<file path="src/hw/rtl/dnsw2t_pkg.sv">
// types, character constants and helpers shared by the name escaper
`timescale 1ns / 1ps

package dnsw2t_pkg;

  localparam logic [7:0] CHR_AT        = 8'h40;
  localparam logic [7:0] CHR_DOLLAR    = 8'h24;
  localparam logic [7:0] CHR_SEMICOLON = 8'h3b;
  localparam logic [7:0] CHR_BACKSLASH = 8'h5c;
  localparam logic [7:0] CHR_DOT       = 8'h2e;
  localparam logic [7:0] COUNT_MAX     = 8'hff;

  typedef struct packed {
    logic [7:0] text_char;
    logic       last;
    logic [7:0] wire_count;
  } result_t;

  // results produced by one accepted wire byte
  typedef struct packed {
    logic [1:0] num;
    result_t    res0;
    result_t    res1;
  } push_t;

  function automatic logic is_special(input logic [7:0] c);
    is_special = (c == CHR_AT) || (c == CHR_DOLLAR) || (c == CHR_SEMICOLON) ||
                 (c == CHR_BACKSLASH) || (c == CHR_DOT);
  endfunction

  function automatic logic [7:0] sat_inc(input logic [7:0] v);
    sat_inc = (v == COUNT_MAX) ? v : v + 8'd1;
  endfunction

endpackage

</file>
<file path="src/hw/rtl/dnsw2t_decoder.sv">
// label/length tracking and character generation for one wire byte
`timescale 1ns / 1ps

module dnsw2t_decoder (
  input  logic                clk,
  input  logic                rst_n,
  input  logic                accept,
  input  logic [7:0]          wire_byte,
  input  logic                escape_enable,
  output dnsw2t_pkg::push_t   push
);

  logic       at_name_start_r, at_name_start_nxt;
  logic [7:0] label_remaining_r, label_remaining_nxt;
  logic [7:0] byte_count_r, byte_count_nxt;

  always_comb begin
    dnsw2t_pkg::push_t p;
    p                   = '0;
    at_name_start_nxt   = at_name_start_r;
    label_remaining_nxt = label_remaining_r;
    byte_count_nxt      = byte_count_r;
    if (label_remaining_r != 8'd0) begin
      // label content
      byte_count_nxt      = dnsw2t_pkg::sat_inc(byte_count_r);
      label_remaining_nxt = label_remaining_r - 8'd1;
      if (escape_enable && dnsw2t_pkg::is_special(wire_byte)) begin
        p.num                = 2'd2;
        p.res0.text_char     = dnsw2t_pkg::CHR_BACKSLASH;
        p.res1.text_char     = wire_byte;
      end else begin
        p.num                = 2'd1;
        p.res0.text_char     = wire_byte;
      end
    end else if (at_name_start_r) begin
      if (wire_byte == 8'd0) begin
        // root name
        p.num             = 2'd1;
        p.res0.text_char  = dnsw2t_pkg::CHR_DOT;
        p.res0.last       = 1'b1;
        p.res0.wire_count = 8'd1;
        byte_count_nxt    = 8'd0;
      end else begin
        byte_count_nxt      = 8'd1;
        at_name_start_nxt   = 1'b0;
        label_remaining_nxt = wire_byte;
      end
    end else begin
      p.num            = 2'd1;
      p.res0.text_char = dnsw2t_pkg::CHR_DOT;
      if (wire_byte == 8'd0) begin
        p.res0.last       = 1'b1;
        p.res0.wire_count = dnsw2t_pkg::sat_inc(byte_count_r);
        at_name_start_nxt = 1'b1;
        byte_count_nxt    = 8'd0;
      end else begin
        byte_count_nxt      = dnsw2t_pkg::sat_inc(byte_count_r);
        label_remaining_nxt = wire_byte;
      end
    end
    if (!accept) begin
      p.num = 2'd0;
    end
    push = p;
  end

  always_ff @(posedge clk) begin
    if (!rst_n) begin
      at_name_start_r   <= 1'b1;
      label_remaining_r <= 8'd0;
      byte_count_r      <= 8'd0;
    end else if (accept) begin
      at_name_start_r   <= at_name_start_nxt;
      label_remaining_r <= label_remaining_nxt;
      byte_count_r      <= byte_count_nxt;
    end
  end

endmodule

</file>
<file path="src/hw/rtl/dnsw2t_out_queue.sv">
// three-entry result register queue between the decoder and the output channel
`timescale 1ns / 1ps

module dnsw2t_out_queue (
  input  logic                clk,
  input  logic                rst_n,
  input  dnsw2t_pkg::push_t   push,
  output logic                space,
  output logic                out_valid,
  input  logic                out_ready,
  output dnsw2t_pkg::result_t out_head
);

  localparam int unsigned Depth = 3;

  dnsw2t_pkg::result_t slot_r   [Depth];
  dnsw2t_pkg::result_t slot_nxt [Depth];
  logic [1:0]          cnt_r, cnt_nxt;
  logic                pop;
  logic [1:0]          base;

  assign out_valid = (cnt_r != 2'd0);
  assign out_head  = slot_r[0];
  // room for two more results whatever the output side does this cycle
  assign space     = (cnt_r <= 2'd1);
  assign pop       = out_valid && out_ready;
  assign base      = cnt_r - {1'b0, pop};
  assign cnt_nxt   = base + push.num;

  always_comb begin
    for (int i = 0; i < Depth; i++) begin
      if (pop && (i < Depth - 1)) begin
        slot_nxt[i] = slot_r[i + 1];
      end else begin
        slot_nxt[i] = slot_r[i];
      end
      if ((push.num != 2'd0) && (base == 2'(i))) begin
        slot_nxt[i] = push.res0;
      end
      if ((push.num == 2'd2) && (base + 2'd1 == 2'(i))) begin
        slot_nxt[i] = push.res1;
      end
    end
  end

  always_ff @(posedge clk) begin
    for (int i = 0; i < Depth; i++) begin
      slot_r[i] <= slot_nxt[i];
    end
  end

  always_ff @(posedge clk) begin
    if (!rst_n) begin
      cnt_r <= 2'd0;
    end else begin
      cnt_r <= cnt_nxt;
    end
  end

`ifndef SYNTH
  a_cnt_bound: assert property (@(posedge clk) disable iff (!rst_n)
    cnt_r <= 2'd3)
    else $error("result queue overfilled");

  a_push_room: assert property (@(posedge clk) disable iff (!rst_n)
    (push.num != 2'd0) |-> (cnt_r <= 2'd1))
    else $error("results pushed without room");

  a_escape_pair: assert property (@(posedge clk) disable iff (!rst_n)
    (push.num == 2'd2) |-> (push.res0.text_char == dnsw2t_pkg::CHR_BACKSLASH &&
                            !push.res0.last && !push.res1.last))
    else $error("escape pair malformed");

  a_last_dot: assert property (@(posedge clk) disable iff (!rst_n)
    (out_valid && out_head.last) |-> (out_head.text_char == dnsw2t_pkg::CHR_DOT &&
                                      out_head.wire_count != 8'd0))
    else $error("final result is not a counted dot");
`endif

endmodule

</file>
<file path="src/hw/rtl/dns_name_wire_to_text_escaper.sv">
// top level: dns name wire form to presentation text with optional escaping
`timescale 1ns / 1ps

// Takes a wire-form DNS name one byte a beat and gives presentation text one
// character a beat. Each wire byte is decoded in the cycle it is accepted and
// its results land in a three-entry output queue, so one byte per cycle flows
// through while the output side takes a character per cycle; a byte that needs
// escaping adds a second character to the output. Input ready depends only on
// the queue fill, never on out_ready. Results are registered in the queue. A
// length byte that opens a name gives no character. The final dot carries last
// and the saturating wire byte count. escape_enable resets to 1 and is written
// through the cfg port, by the user only while idle; not enforced by the block.

module dns_name_wire_to_text_escaper (
  input  logic       clk,
  input  logic       rst_n,
  input  logic       in_valid,
  output logic       in_ready,
  input  logic [7:0] in_wire_byte,
  output logic       out_valid,
  input  logic       out_ready,
  output logic [7:0] out_text_char,
  output logic       out_last,
  output logic [7:0] out_wire_count,
  input  logic       cfg_valid,
  output logic       cfg_ready,
  input  logic       cfg_data
);

  logic                escape_enable_r;
  logic                accept;
  dnsw2t_pkg::push_t   push;
  dnsw2t_pkg::result_t head;

  assign cfg_ready = 1'b1;
  assign accept    = in_valid && in_ready;

  always_ff @(posedge clk) begin
    if (!rst_n) begin
      escape_enable_r <= 1'b1;
    end else if (cfg_valid && cfg_ready) begin
      escape_enable_r <= cfg_data;
    end
  end

  dnsw2t_decoder u_decoder (
    .clk           (clk),
    .rst_n         (rst_n),
    .accept        (accept),
    .wire_byte     (in_wire_byte),
    .escape_enable (escape_enable_r),
    .push          (push)
  );

  dnsw2t_out_queue u_out_queue (
    .clk       (clk),
    .rst_n     (rst_n),
    .push      (push),
    .space     (in_ready),
    .out_valid (out_valid),
    .out_ready (out_ready),
    .out_head  (head)
  );

  assign out_text_char  = head.text_char;
  assign out_last       = head.last;
  assign out_wire_count = head.wire_count;

endmodule

</file>
<file path="config.mk">
export PLATFORM = sky130hd
export DESIGN_NAME = dns_name_wire_to_text_escaper
export DESIGN_NICKNAME = d
export VERILOG_FILES = /design/src/hw/rtl/dnsw2t_pkg.sv /design/src/hw/rtl/dnsw2t_decoder.sv /design/src/hw/rtl/dnsw2t_out_queue.sv /design/src/hw/rtl/dns_name_wire_to_text_escaper.sv
export SDC_FILE = /design/constraint.sdc
export NUM_CORES = 1
export LEC_CHECK = 0
export BUFFER_PORTS_ARGS = -buffer_cell sky130_fd_sc_hd__buf_2
export CAP_MARGIN = 15
export CORE_ASPECT_RATIO = 0.6
export CORE_MARGIN = 2
export CORE_UTILIZATION = 54
export CTS_CLUSTER_SIZE = 10
export DETAILED_ROUTE_END_ITERATION = 12
export HOLD_SLACK_MARGIN = 0.15
export PLACE_DENSITY = 0.84
export SYNTH_ARGS = -nofsm -noshare
export SYNTH_HDL_FRONTEND = slang
export SYNTH_HIERARCHICAL = 1
export SYNTH_SLANG_ARGS = --single-unit
</file>
<file path="constraint.sdc">
create_clock -name clk -period 7.1 [get_ports clk]
set_input_delay 0.71 -clock clk [delete_from_list [all_inputs] [get_ports clk]]
set_output_delay 0.71 -clock clk [all_outputs]
set_load 0.02 [all_outputs]
</file>
**Word-level counts from Yosys, hierarchy flattened**

Memories as Yosys holds them, arrays and structs flattened.
Index checks and enable logic that the tools add are counted.

- $lt $le $gt $ge: 1
- Add/subtract/negate cells: 5
- Muxes and demuxes: 25
- Eq/ne operators: 12
- Reductions and logical operators: 21
- Bitwise operators: 1

Operators with widths:

| kind | count |
|---|---|
| $mux W17 | 8 |
| $mux W8 | 8 |
| $mux W18 | 2 |
| $eq A8 B6 Y1 const B | 3 |
| $mux W10 | 2 |
| $mux W9 | 2 |
| $eq A8 B7 Y1 const B | 2 |
| $logic_and A1 B1 Y1 | 9 |
| $add A8 B1 Y8 const B | 1 |
| $eq A8 B8 Y1 const B | 1 |
| $logic_not A8 Y1 | 1 |
| $reduce_bool A8 Y1 | 1 |
| $sub A8 B1 Y8 const B | 1 |
| $eq A2 B2 Y1 const B | 3 |
| $eq A2 B1 Y1 const B | 2 |
| $logic_not A2 Y1 | 2 |
| $logic_or A1 B1 Y1 | 4 |
| $reduce_and A2 Y1 | 2 |
| $reduce_bool A2 Y1 | 2 |
| $add A2 B1 Y2 const B | 1 |
| $add A2 B2 Y2 | 1 |
| $le A2 B1 Y1 const B | 1 |
| $mux W1 | 2 |
| $mux W2 | 1 |
| other kinds (3) | 3 |

- Bits in writable memories: 51
- Register bits: 20
- Input bits: 14
- Memories kept: 1

Memory list:

| name | words | bits a word | rd ports | clocked after memory_dff | wr ports | RTL line | text |
|---|---|---|---|---|---|---|---|
| u_out_queue.slot_r | 3 | 17 | 3 | 0 | 3 | dnsw2t_out_queue.sv:16 | `dnsw2t_pkg::result_t slot_r [Depth];` |

**Depth between registers and ports, before layout**

Gate-level depths: netlist of the first run.

- Word-level depth: 13
- Depth in mapped cells: 14
- Depth with buffers taken out: 9

**Modules after synthesis**

The synthesis of the first run kept the hierarchy.

By module, submodules not included:

| module | times used | cells an instance | area each (um^2) | sequential area each (um^2) |
|---|---|---|---|---|
| dnsw2t_out_queue | 1 | 276 | 3015.4 | 1571.5 |
| dnsw2t_decoder | 1 | 211 | 1530.2 | 340.3 |
| dns_name_wire_to_text_escaper | 1 | 6 | 51.3 | 20.0 |

**Worst setup path after synthesis of the first run**

No wires, ideal clock.

- Kind: input port to flip-flop
- From: input port in_wire_byte[3]
- To: memory u_out_queue/slot_r[0][34] (netlist bit), enable pin
- Stages: 9
- Data arrival time: 3.837 ns
- Required time: 6.685 ns
- Setup time: 0.415 ns
- Path slack: 2.848 ns
- Cells stage by stage: clkbuf_1 or3_1 a21oi_1 o21ai_0 clkbuf_1 a21boi_0 o21ai_1 clkbuf_1 o21ai_0

RTL lines:

| item | RTL line | text |
|---|---|---|
| start: declaration | dns_name_wire_to_text_escaper.sv:19 | `input logic [7:0] in_wire_byte,` |
| end: declaration | dnsw2t_out_queue.sv:16 |  |

==> results of run 1 <==
[metal layers]
layer  vias to the layer above  part of all wire  GRT usage
li1                       1836                 -          -
met1                      1918              0.45      0.362
met2                       255              0.44      0.401
met3                        24             0.096     0.0891
met4                         0             0.017     0.0846
met5                         -                 0          0
[flip-flops by register name (all words and copies together) (netlist names)]
| register | count |
|---|---|
| u_out_queue/slot_r | 51 |
| u_decoder/label_remaining_r | 8 |
| u_decoder/byte_count_r | 8 |
| escape_enable_r | 1 |
| u_decoder/at_name_start_r | 1 |
| u_out_queue/cnt_r | 2 |
[logic make-up after synthesis]
| logic type | count (synthesis) | synth area share |
|---|---|---|
| other cells | 2 | 0.00163 |
| mux | 20 | 0.0555 |
| xor+xnor | 4 | 0.0106 |
| compound gates | 144 | 0.202 |
| simple gates | 169 | 0.208 |
| flops | 71 | 0.420 |
| fa+ha+maj | 4 | 0.0109 |
| buf+inv | 79 | 0.0915 |
[through the flow]
| stage | power [µW] | std cells | cell area, µm² | hold WS, ps | util |
|---|---|---|---|---|---|
| floorplan | 1770 | 502 | 4630 | 441 | - |
| global placement | 1970 | 583 | 4620 | 455 | 0.551 |
| detailed placement | 2020 | 583 | 4620 | 467 | 0.551 |
| CTS | 2410 | 598 | 4880 | 474 | 0.581 |
| global route | 2610 | 600 | 4890 | 517 | 0.583 |
| finish | 2450 | 600 | 4890 | 475 | 0.583 |
[synthesized netlist by cell type, types with 6 or more instances]
master,number
nand3_1,27
a31oi_1,37
inv_1,8
edfxtp_1,51
dfxtp_1,20
mux2_2,8
buf_4,28
nand2_1,15
nand4b_1,18
clkbuf_1,37
o21ai_0,42
a21oi_1,19
nor3_1,42
nor3b_1,7
o211ai_1,8
mux2_4,9
o31ai_1,6
nor2_1,22
[tightest hold or removal path, delay by kind of cell, from the launching register on]
| kind | cells | cell delay (ps) |
|---|---|---|
| AOI/OAI and AO/OA | 1 | 50 |
| DFF | 1 | 320 |
| and+or+nand+nor | 1 | 60 |
[path summary, 6_finish.rpt]
| path | end | slack [ps] | cells after the start |
|---|---|---|---|
| worst max-delay path | u_out_queue/slot_r[0][37]$_DFFE_PP_ | 2020 | 10 |
| worst min-delay path | u_decoder/label_remaining_r[1]$_SDFFE_PN0P_ | 470 | 2 |
| worst max register to register | u_out_queue/slot_r[0][37]$_DFFE_PP_ | 2020 | 10 |
| worst min register to register | u_decoder/label_remaining_r[1]$_SDFFE_PN0P_ | 470 | 2 |
[cell usage in the layout (no fill, tap or decap), drive strengths merged, types with 3 or more instances in the layout]
cell type  netlist  routed
or2              5       5
mux2i            3       3
clkinv           1       5
a211oi           4       4
o211ai           8       8
ha               4       4
buf             33      41
nor3b            7       7
a31oi           37      37
o31ai            6       6
nand2b           5       5
mux2            17      17
a21oi           19      19
nor4             3       3
o21ai           43      43
and3             5       5
nor2            22      22
edfxtp          51      51
nand4b          18      18
conb             2      11
nor3            42      42
nand2           15      15
and2             3       3
clkbuf          37      10
or3              5       5
nand3           27      27
dfxtp           20      20
or4              3       3
o2111ai          3       3
o22ai            4       4
inv              8       8
[layout make-up]
type	instances	share of cell area
Clock buffer	10	0.0468
Clock inverter	5	0.00537
Inverter	9	0.00690
Multi-Input combinational cell	352	0.471
Sequential cell	71	0.395
Tap cell	112	0.0286
Timing Repair Buffer	41	0.0465
[power by group through the flow]
stage | sequential (µW) | clock (µW) | combinational [µW]
final | 753 | 393 | 1310
after global routing | 767 | 421 | 1420
after CTS | 752 | 400 | 1260
after detailed placement | 759 | 0 | 1260
after global placement | 752 | 0 | 1220
after floorplan | 741 | 0 | 1030
==> parameters.txt, run 1 <==
Parameter                              Value

Timing
  Number of failing setup endpoints in the final timing report    0
  Slew at the pin closest to its max-slew limit    1110 ps
  Period minus WS final    approximately 5000 ps
  Least setup slack across all paths after layout    ~2000 ps
  Max-Slew Margin vs Limit    0.249
  Setup_tns    0 ps
  Max frequency    slightly below 0.2 GHz
  Final Skew    just under 6 ps
  Pins over their slew limit    0
  Number of hold violations in the final report    0
  Post-route fraction of the period consumed by the critical path    0.716
  Setup repair after global routing missed its margin    no

Yosys
  Largest cells by area after synthesis    edfxtp_1, dfxtp_1, a31oi_1, buf_4, nor3_1
  Seq/Total Area, Yosys    0.420
  Post-synthesis area per instance    roughly 9.3 µm²
  Number of warnings reported in the yosys synthesis log    6
  Number of enable-type register cells in the synthesized netlist    51
  Most common flop cell mapped by yosys    edfxtp_1
  Area of the mapped netlist    approximately 4600 µm²
  Ys async rst share    0
  Gate count after technology mapping    493
  Library cell with the largest summed area after synthesis    edfxtp_1
  Flip-flop and latch count after synthesis    just over 70
  Share of Yosys cell area claimed by the top area cell type    0.333
  Post-synth cell types    60

Worst hold path
  Hold wc startpoint    u_decoder/label_remaining_r[1]$_SDFFE_PN0P_
  Hold/Removal Path Class    reg2reg

Floorplanning
  Chip height    75.5 µm
  Area of the core region    ~8400 µm²
  Die ar.    just over 9000 µm²
  Top-level port count    34
  Row count    26
  Width of the die    roughly 120 µm
  Initial cell density of the core    0.548

Worst setup path
  CP Data Arrival Time    between 5000 and 6000 ps
  Slowest CP cell    or2_1
  Buf/Inv on CP    2
  Largest delay share family, worst path    simple AND/OR/NAND/NOR gates
  Peak per-stage delay on the critical path    roughly 830 ps
  Biggest fanout along the worst timing path    23
  Crit path launch    u_decoder/label_remaining_r[0]$_SDFFE_PN0P_
  Startpoint class of the critical path    flip-flop
  Required time of the worst setup path    approximately 7000 ps
  Type of element capturing the critical path    flip-flop
  Worst setup path category    reg2reg
  Ordered cell list for the critical path    inv_1 -> ha_1 -> nor4b_2 -> nand2_1 -> a21oi_1 -> a32o_1 -> or3b_1 -> or2_1 -> o21ai_1 -> buf_4
  RR Startpoint    u_decoder/label_remaining_r[0]$_SDFFE_PN0P_

Clock tree
  Root buffer selected by CTS    clkbuf_16
  Total number of clock tree sinks    roughly 70
  TritonCTS clock tree    done
  H-tree depth reported by CTS    3
  Clock-pin slew on the worst setup and hold paths    ~50 ps
  Number of buffers inserted during clock tree synthesis    9
  Hold-fix buffer count after cts    0
  PostCTS Resize Cnt    0
  Maximum clock path buffer count    2
  Setup Buffers After CTS    0
  Clock latency of the later-clocked register in the worst-skew pair    330 ps

GRT
  Remaining global-route overflow    0
  Antenna violations before repair    0
  Overall global routing resource usage    0.264
  Number of global-route vias before repair    roughly 3600
  First-pass GRT wire length    about 19000 µm
  Maximum number of pins on one net before global-route repair    57

Layout
  Proportion of layout cells with a drive suffix above 1    0.164
  Sequential cell area in the final layout    between 1500 and 2000 µm²
  Layout fillers    ~730
  Number of nets in the final layout    approximately 500
  Layout-stage area growth over the synthesis result    6.45%
  Area taken by multi-input logic gates    2300 µm²
  Antenna fix cells    0

Job
  Number of max-capacitance violations reported    0

Placed design
  Final GP Congestion    approximately 1
  Detailed placement HPWL    ~8000 µm
  Input/output buffers    32
  Worst slack at placement    2110 ps

Pwr
  Clock network power share    0.160
  Static leakage    roughly 0.0017 µW
  IR Drop Worst-Case VDD    0.000267 V
  Switching power summed over all nets    roughly 1100 µW
  Switching fraction of total power    0.453
  PwrDens    501 nW/µm²
  Combinational group share of total power    0.533
  Cell internal power dissipation    1340 µW
  Share of total power in sequential cells    0.307

Detailed routing
  Number of iterations in the first detailed-routing pass    5
  Via density    a little under 7
  Final ANT Viol Nets    0
  Mean routed wirelength per cell    19.3 µm
  Initial DRC count    between 500 and 600
  Detailed Route WL    ~12000 µm
  Residual DRC count    0
  Number of vias after detailed routing    4033

Outcome
  Result of the run    finished clean
No activity file was read; power rests on OpenSTA's default activity.
==> inputs of run 2 (changes only) <==
Settings changed: PLACE_DENSITY 0.84 to 0.87.
Clock period 7.1 ns to 4.17 ns, I/O delays scaled along.
==> parameters.txt, run 2 (same netlist as run 1, synthesis figures left out) <==
Parameter                              Value

Floorplanning
  Die ar.    just over 9000 µm²
  Row count    26
  Area of the core region    between 8000 and 9000 µm²
  Top-level port count    34
  Chip height    approximately 75 µm
  Width of the die    between 100 and 150 µm
  Initial cell density of the core    0.548

Worst setup path
  Ordered cell list for the critical path    inv_1 -> ha_1 -> or4b_1 -> nor2_1 -> nor2_1 -> a32o_1 -> or3b_1 -> or2_1 -> o21ai_1 -> buf_4
  Type of element capturing the critical path    flip-flop
  CP Data Arrival Time    just under 4000 ps
  Buf/Inv on CP    2
  Required time of the worst setup path    roughly 4200 ps
  Slowest CP cell    or4b_1
  Largest delay share family, worst path    simple AND/OR/NAND/NOR gates
  Worst setup path category    reg2reg
  Peak per-stage delay on the critical path    around 670 ps
  Startpoint class of the critical path    flip-flop
  Most frequent CP cell    nor2_1
  Biggest fanout along the worst timing path    18

GRT
  Remaining global-route overflow    0
  First-pass GRT wire length    approximately 19000 µm
  Overall global routing resource usage    0.268
  Antenna violations before repair    0
  Maximum number of pins on one net before global-route repair    56
  Number of global-route vias before repair    approximately 3700

Pwr
  PwrDens    around 860 nW/µm²
  IR Drop Worst-Case VDD    between 0.0003 and 0.0004 V
  Static leakage    ~0.0018 µW

Detailed routing
  Detailed Route WL    12200 µm
  DR WL met2    5490 µm
  Residual DRC count    0
  Uppermost layer routed    met4
  Mean routed wirelength per cell    19.9 µm
  Wire length the detailed router placed on met1    between 5000 and 6000 µm
  Initial DRC count    about 460
  Number of vias after detailed routing    4094
  Number of iterations in the first detailed-routing pass    6
  Final ANT Viol Nets    0
  Met3 Wirelength    about 1100 µm
  Via density    between 6 and 7

Clock tree
  H-tree depth reported by CTS    3
  Root buffer selected by CTS    clkbuf_16
  PostCTS Resize Cnt    0
  Hold-fix buffer count after cts    0
  Number of buffers inserted during clock tree synthesis    9
  TritonCTS clock tree    done
  Clock latency of the later-clocked register in the worst-skew pair    between 300 and 400 ps
  Clock-pin slew on the worst setup and hold paths    around 50 ps
  Total number of clock tree sinks    just over 70
  Maximum clock path buffer count    2
  Setup Buffers After CTS    0

Timing
  Pins over their slew limit    0
  Period minus WS final    3900 ps
  Setup repair after global routing missed its margin    no
  Slew at the pin closest to its max-slew limit    approximately 1100 ps
  Number of failing setup endpoints in the final timing report    0
  Setup_tns    0 ps
  Number of hold violations in the final report    0
  Final Skew    9.04 ps
  Post-route fraction of the period consumed by the critical path    0.935
  Min Hold Slack    between 300 and 400 ps
  Max-Slew Margin vs Limit    0.285
  Max frequency    approximately 0.26 GHz

Placed design
  Final GP Congestion    about 0.96
  Input/output buffers    32
  Cells after DPL    593
  Area after DPL    ~4700 µm²
  Detailed placement HPWL    a little over 8000 µm

Layout
  Sequential cell area in the final layout    ~1900 µm²
  Largest register FFs    51
  Layout fillers    between 600 and 700
  Area taken by multi-input logic gates    about 2300 µm²
  Number of nets in the final layout    511
  Antenna fix cells    0
  Biggest registers after layout    u_out_queue/slot_r x51, u_decoder/byte_count_r x8, u_decoder/label_remaining_r x8
  Post-route cell area    about 5000 µm²
  Register bank with the most flops    u_out_queue/slot_r
  Top library cells by usage in the layout, fill and taps aside    edfxtp_1, nor3_1, o21ai_0
  Most common cell after layout, fill and taps aside    edfxtp_1
  Non-filler cells, final    610
  Proportion of layout cells with a drive suffix above 1    0.181
  Layout-stage area growth over the synthesis result    8.17%

Worst hold path
  Hold/Removal Path Class    in2reg

Job
  Number of max-capacitance violations reported    0

Outcome
  Result of the run    finished clean
[run 2: cell types whose count changed in the layout (fill, tap and decap cells not counted), sizes merged]
| cell | delta |
|---|---|
| clkinvlp | +1 |
| buf | +9 |
[run 2: metrics by stage]
| step | worst slack [ps] | power, µW | utilization |
|---|---|---|---|
| 3_5_place_dp | 284 | 3520 | 0.560 |
| 4_1_cts | 315 | 4230 | 0.592 |
| 2_1_floorplan | 211 | 3010 | - |
| 3_3_place_gp | 444 | 3450 | 0.560 |
| 6_report | 271 | 4280 | 0.592 |
| 5_1_grt | 105 | 4540 | 0.592 |
[run 2: final timing paths]
path	startpoint	cells after the start	slack, ps	end
min reg2reg	u_decoder/label_remaining_r[1]$_SDFFE_PN0P_	2	480	u_decoder/label_remaining_r[1]$_SDFFE_PN0P_
min	cfg_data	3	300	escape_enable_r$_SDFFE_PN1P_
max reg2reg	u_decoder/label_remaining_r[0]$_SDFFE_PN0P_	10	270	u_out_queue/slot_r[0][42]$_DFFE_PP_
max	u_decoder/label_remaining_r[0]$_SDFFE_PN0P_	10	270	u_out_queue/slot_r[0][42]$_DFFE_PP_
[run 2: power breakdown]
part | leakage (µW) | internal (µW) | switching, µW
Sequential | 0.000645 | 1160 | 119
Combinational | 0.000980 | 772 | 1540
Clock | 0.000126 | 399 | 292
Total | 0.00175 | 2330 | 1950
[run 2: per-layer routing]
layer	vias up	GRT usage
li1	1862	-
met1	1977	0.365
met2	232	0.413
met3	23	0.0891
met4	0	0.0758
met5	-	0
[run 2: worst min-delay path: cells and delay by family]
kind	cells	cell delay, ps
multiplexers	1	60
AND/OR/NAND/NOR	1	60
buffers and inverters	1	70
[run 2: cell type report]
type / count / area share
flip-flops and latches: 71 / 0.389
inverters: 9 / 0.00679
well taps: 112 / 0.0282
multi-input cells: 352 / 0.464
clock inverters: 6 / 0.00755
clock buffers: 10 / 0.0460
repair buffers: 50 / 0.0594
==> inputs of run 3 (changes only) <==
==> constraint.sdc (replaced) <==
create_clock -name clk -period 4.17 [get_ports clk]
set_input_delay 0.2085 -clock clk [delete_from_list [all_inputs] [get_ports clk]]
set_output_delay 0.2085 -clock clk [all_outputs]
set_load 0.02 [all_outputs]
==> parameters.txt, run 3 (same netlist as run 1, synthesis figures left out) <==
Parameter                              Value

Outcome
  Result of the run    finished clean

Worst setup path
  Required time of the worst setup path    4190 ps
  Startpoint class of the critical path    flip-flop
  Worst setup path category    reg2reg
  CP Data Arrival Time    around 4000 ps
  Type of element capturing the critical path    flip-flop
  Biggest fanout along the worst timing path    19

Clock tree
  PostCTS Resize Cnt    0
  Maximum clock path buffer count    2
  Root buffer selected by CTS    clkbuf_16
  Clock-pin slew on the worst setup and hold paths    around 60 ps
  TritonCTS clock tree    done
  Clock latency of the later-clocked register in the worst-skew pair    between 300 and 400 ps
  H-tree depth reported by CTS    3
  Total number of clock tree sinks    71
  Number of buffers inserted during clock tree synthesis    9

Floorplanning
  Width of the die    between 100 and 150 µm
  Die ar.    9290 µm²
  Area of the core region    between 8000 and 9000 µm²
  Initial cell density of the core    0.548
  Chip height    ~75 µm
  Row count    26
  Top-level port count    34

GRT
  Overall global routing resource usage    0.263
  First-pass GRT wire length    18500 µm
  Remaining global-route overflow    0
  Maximum number of pins on one net before global-route repair    56
  Antenna violations before repair    0
  Number of global-route vias before repair    3611

Layout
  Biggest registers after layout    u_out_queue/slot_r x51, u_decoder/byte_count_r x8, u_decoder/label_remaining_r x8
  Area taken by multi-input logic gates    2300 µm²
  Proportion of layout cells with a drive suffix above 1    0.173
  Layout-stage area growth over the synthesis result    8.08%
  Most common cell after layout, fill and taps aside    edfxtp_1
  Antenna fix cells    0
  Layout fillers    around 710
  Sequential cell area in the final layout    roughly 1900 µm²
  Register bank with the most flops    u_out_queue/slot_r
  Number of nets in the final layout    around 510
  Top library cells by usage in the layout, fill and taps aside    edfxtp_1, nor3_1, o21ai_0
  Largest register FFs    a little over 50
  Non-filler cells, final    610

Placed design
  Cells after DPL    ~590
  Input/output buffers    32
  Final GP Congestion    0.918
  Detailed placement HPWL    8060 µm

Timing
  Post-route fraction of the period consumed by the critical path    0.930
  Max frequency    between 0.2 and 0.3 GHz
  Slew at the pin closest to its max-slew limit    between 1000 and 1500 ps
  Setup_tns    0 ps
  Max-Slew Margin vs Limit    0.330
  Final Skew    6.20 ps
  Min Hold Slack    234 ps
  Number of failing setup endpoints in the final timing report    0
  Period minus WS final    between 3000 and 4000 ps
  Setup repair after global routing missed its margin    no
  Number of hold violations in the final report    0
  Pins over their slew limit    0

Worst hold path
  Hold/Removal Path Class    in2reg

Job
  Number of max-capacitance violations reported    0

Pwr
  IR Drop Worst-Case VDD    roughly 0.00036 V
  PwrDens    about 850 nW/µm²
  Static leakage    roughly 0.0017 µW

Detailed routing
  Residual DRC count    0
  Mean routed wirelength per cell    about 19 µm
  Number of vias after detailed routing    4067
  Via density    approximately 6.7
  Detailed Route WL    about 12000 µm
  Number of iterations in the first detailed-routing pass    6
  Initial DRC count    683
  Final ANT Viol Nets    0
[run 3: metal layers]
layer  GRT usage  share of wire  vias up
met5           0              0        -
met4      0.0960          0.020        0
met3      0.0838           0.12       33
met2       0.398           0.43      300
met1       0.359           0.42     1866
li1            -              -     1868
[run 3: power breakdown]
part / leakage [µW] / switching [µW] / internal, µW
Combinational: 0.000978 / 1500 / 758
Clock: 0.000124 / 280 / 396
Sequential: 0.000645 / 116 / 1160
[run 3: worst max-delay path: stages (launching register included)]
cell      delay, ps
dfxtp_1         390
inv_1           100
and2_1          460
clkinv_1        170
nor2_1          170
a21boi_0        560
or3b_1          400
buf_4           220
or2_1           600
o21ai_1         220
buf_4           280
[run 3: area by class of cell]
class / instances / area share
Inverter: 9 / 0.00680
Multi-Input combinational cell: 352 / 0.464
Tap cell: 112 / 0.0282
Clock inverter: 5 / 0.00504
Timing Repair Buffer: 50 / 0.0604
Clock buffer: 11 / 0.0468
Sequential cell: 71 / 0.389
[run 3: repair_timing]
item | 4_1_cts | 5_1_grt
buffers inserted | 0 | 0
endpoints found under the setup margin | 0 | 0
hold endpoints to repair | 1 | 0
hold buffers | 2 | 0
[run 3: worst paths after layout]
check                                                      to                                   startpoint  slack (ps)  depth (start not counted)
setup / recovery          u_out_queue/slot_r[0][45]$_DFFE_PP_              u_out_queue/cnt_r[1]$_SDFF_PN0_         290                         10
hold / removal                   escape_enable_r$_SDFFE_PN1P_                                        rst_n         230                          2
setup reg to reg          u_out_queue/slot_r[0][45]$_DFFE_PP_              u_out_queue/cnt_r[1]$_SDFF_PN0_         290                         10
hold reg to reg   u_decoder/label_remaining_r[1]$_SDFFE_PN0P_  u_decoder/label_remaining_r[1]$_SDFFE_PN0P_         480                          2
[run 3: metrics by stage]
stage | cell area [µm²] | utilization | power [µW] | setup slack [ps]
floorplan | 4630 | - | 3010 | 214
global placement | 4680 | 0.557 | 3400 | 550
detailed placement | 4680 | 0.558 | 3480 | 406
CTS | 4960 | 0.591 | 4170 | 386
global route | 4970 | 0.592 | 4480 | 37.6
finish | 4970 | 0.592 | 4210 | 291
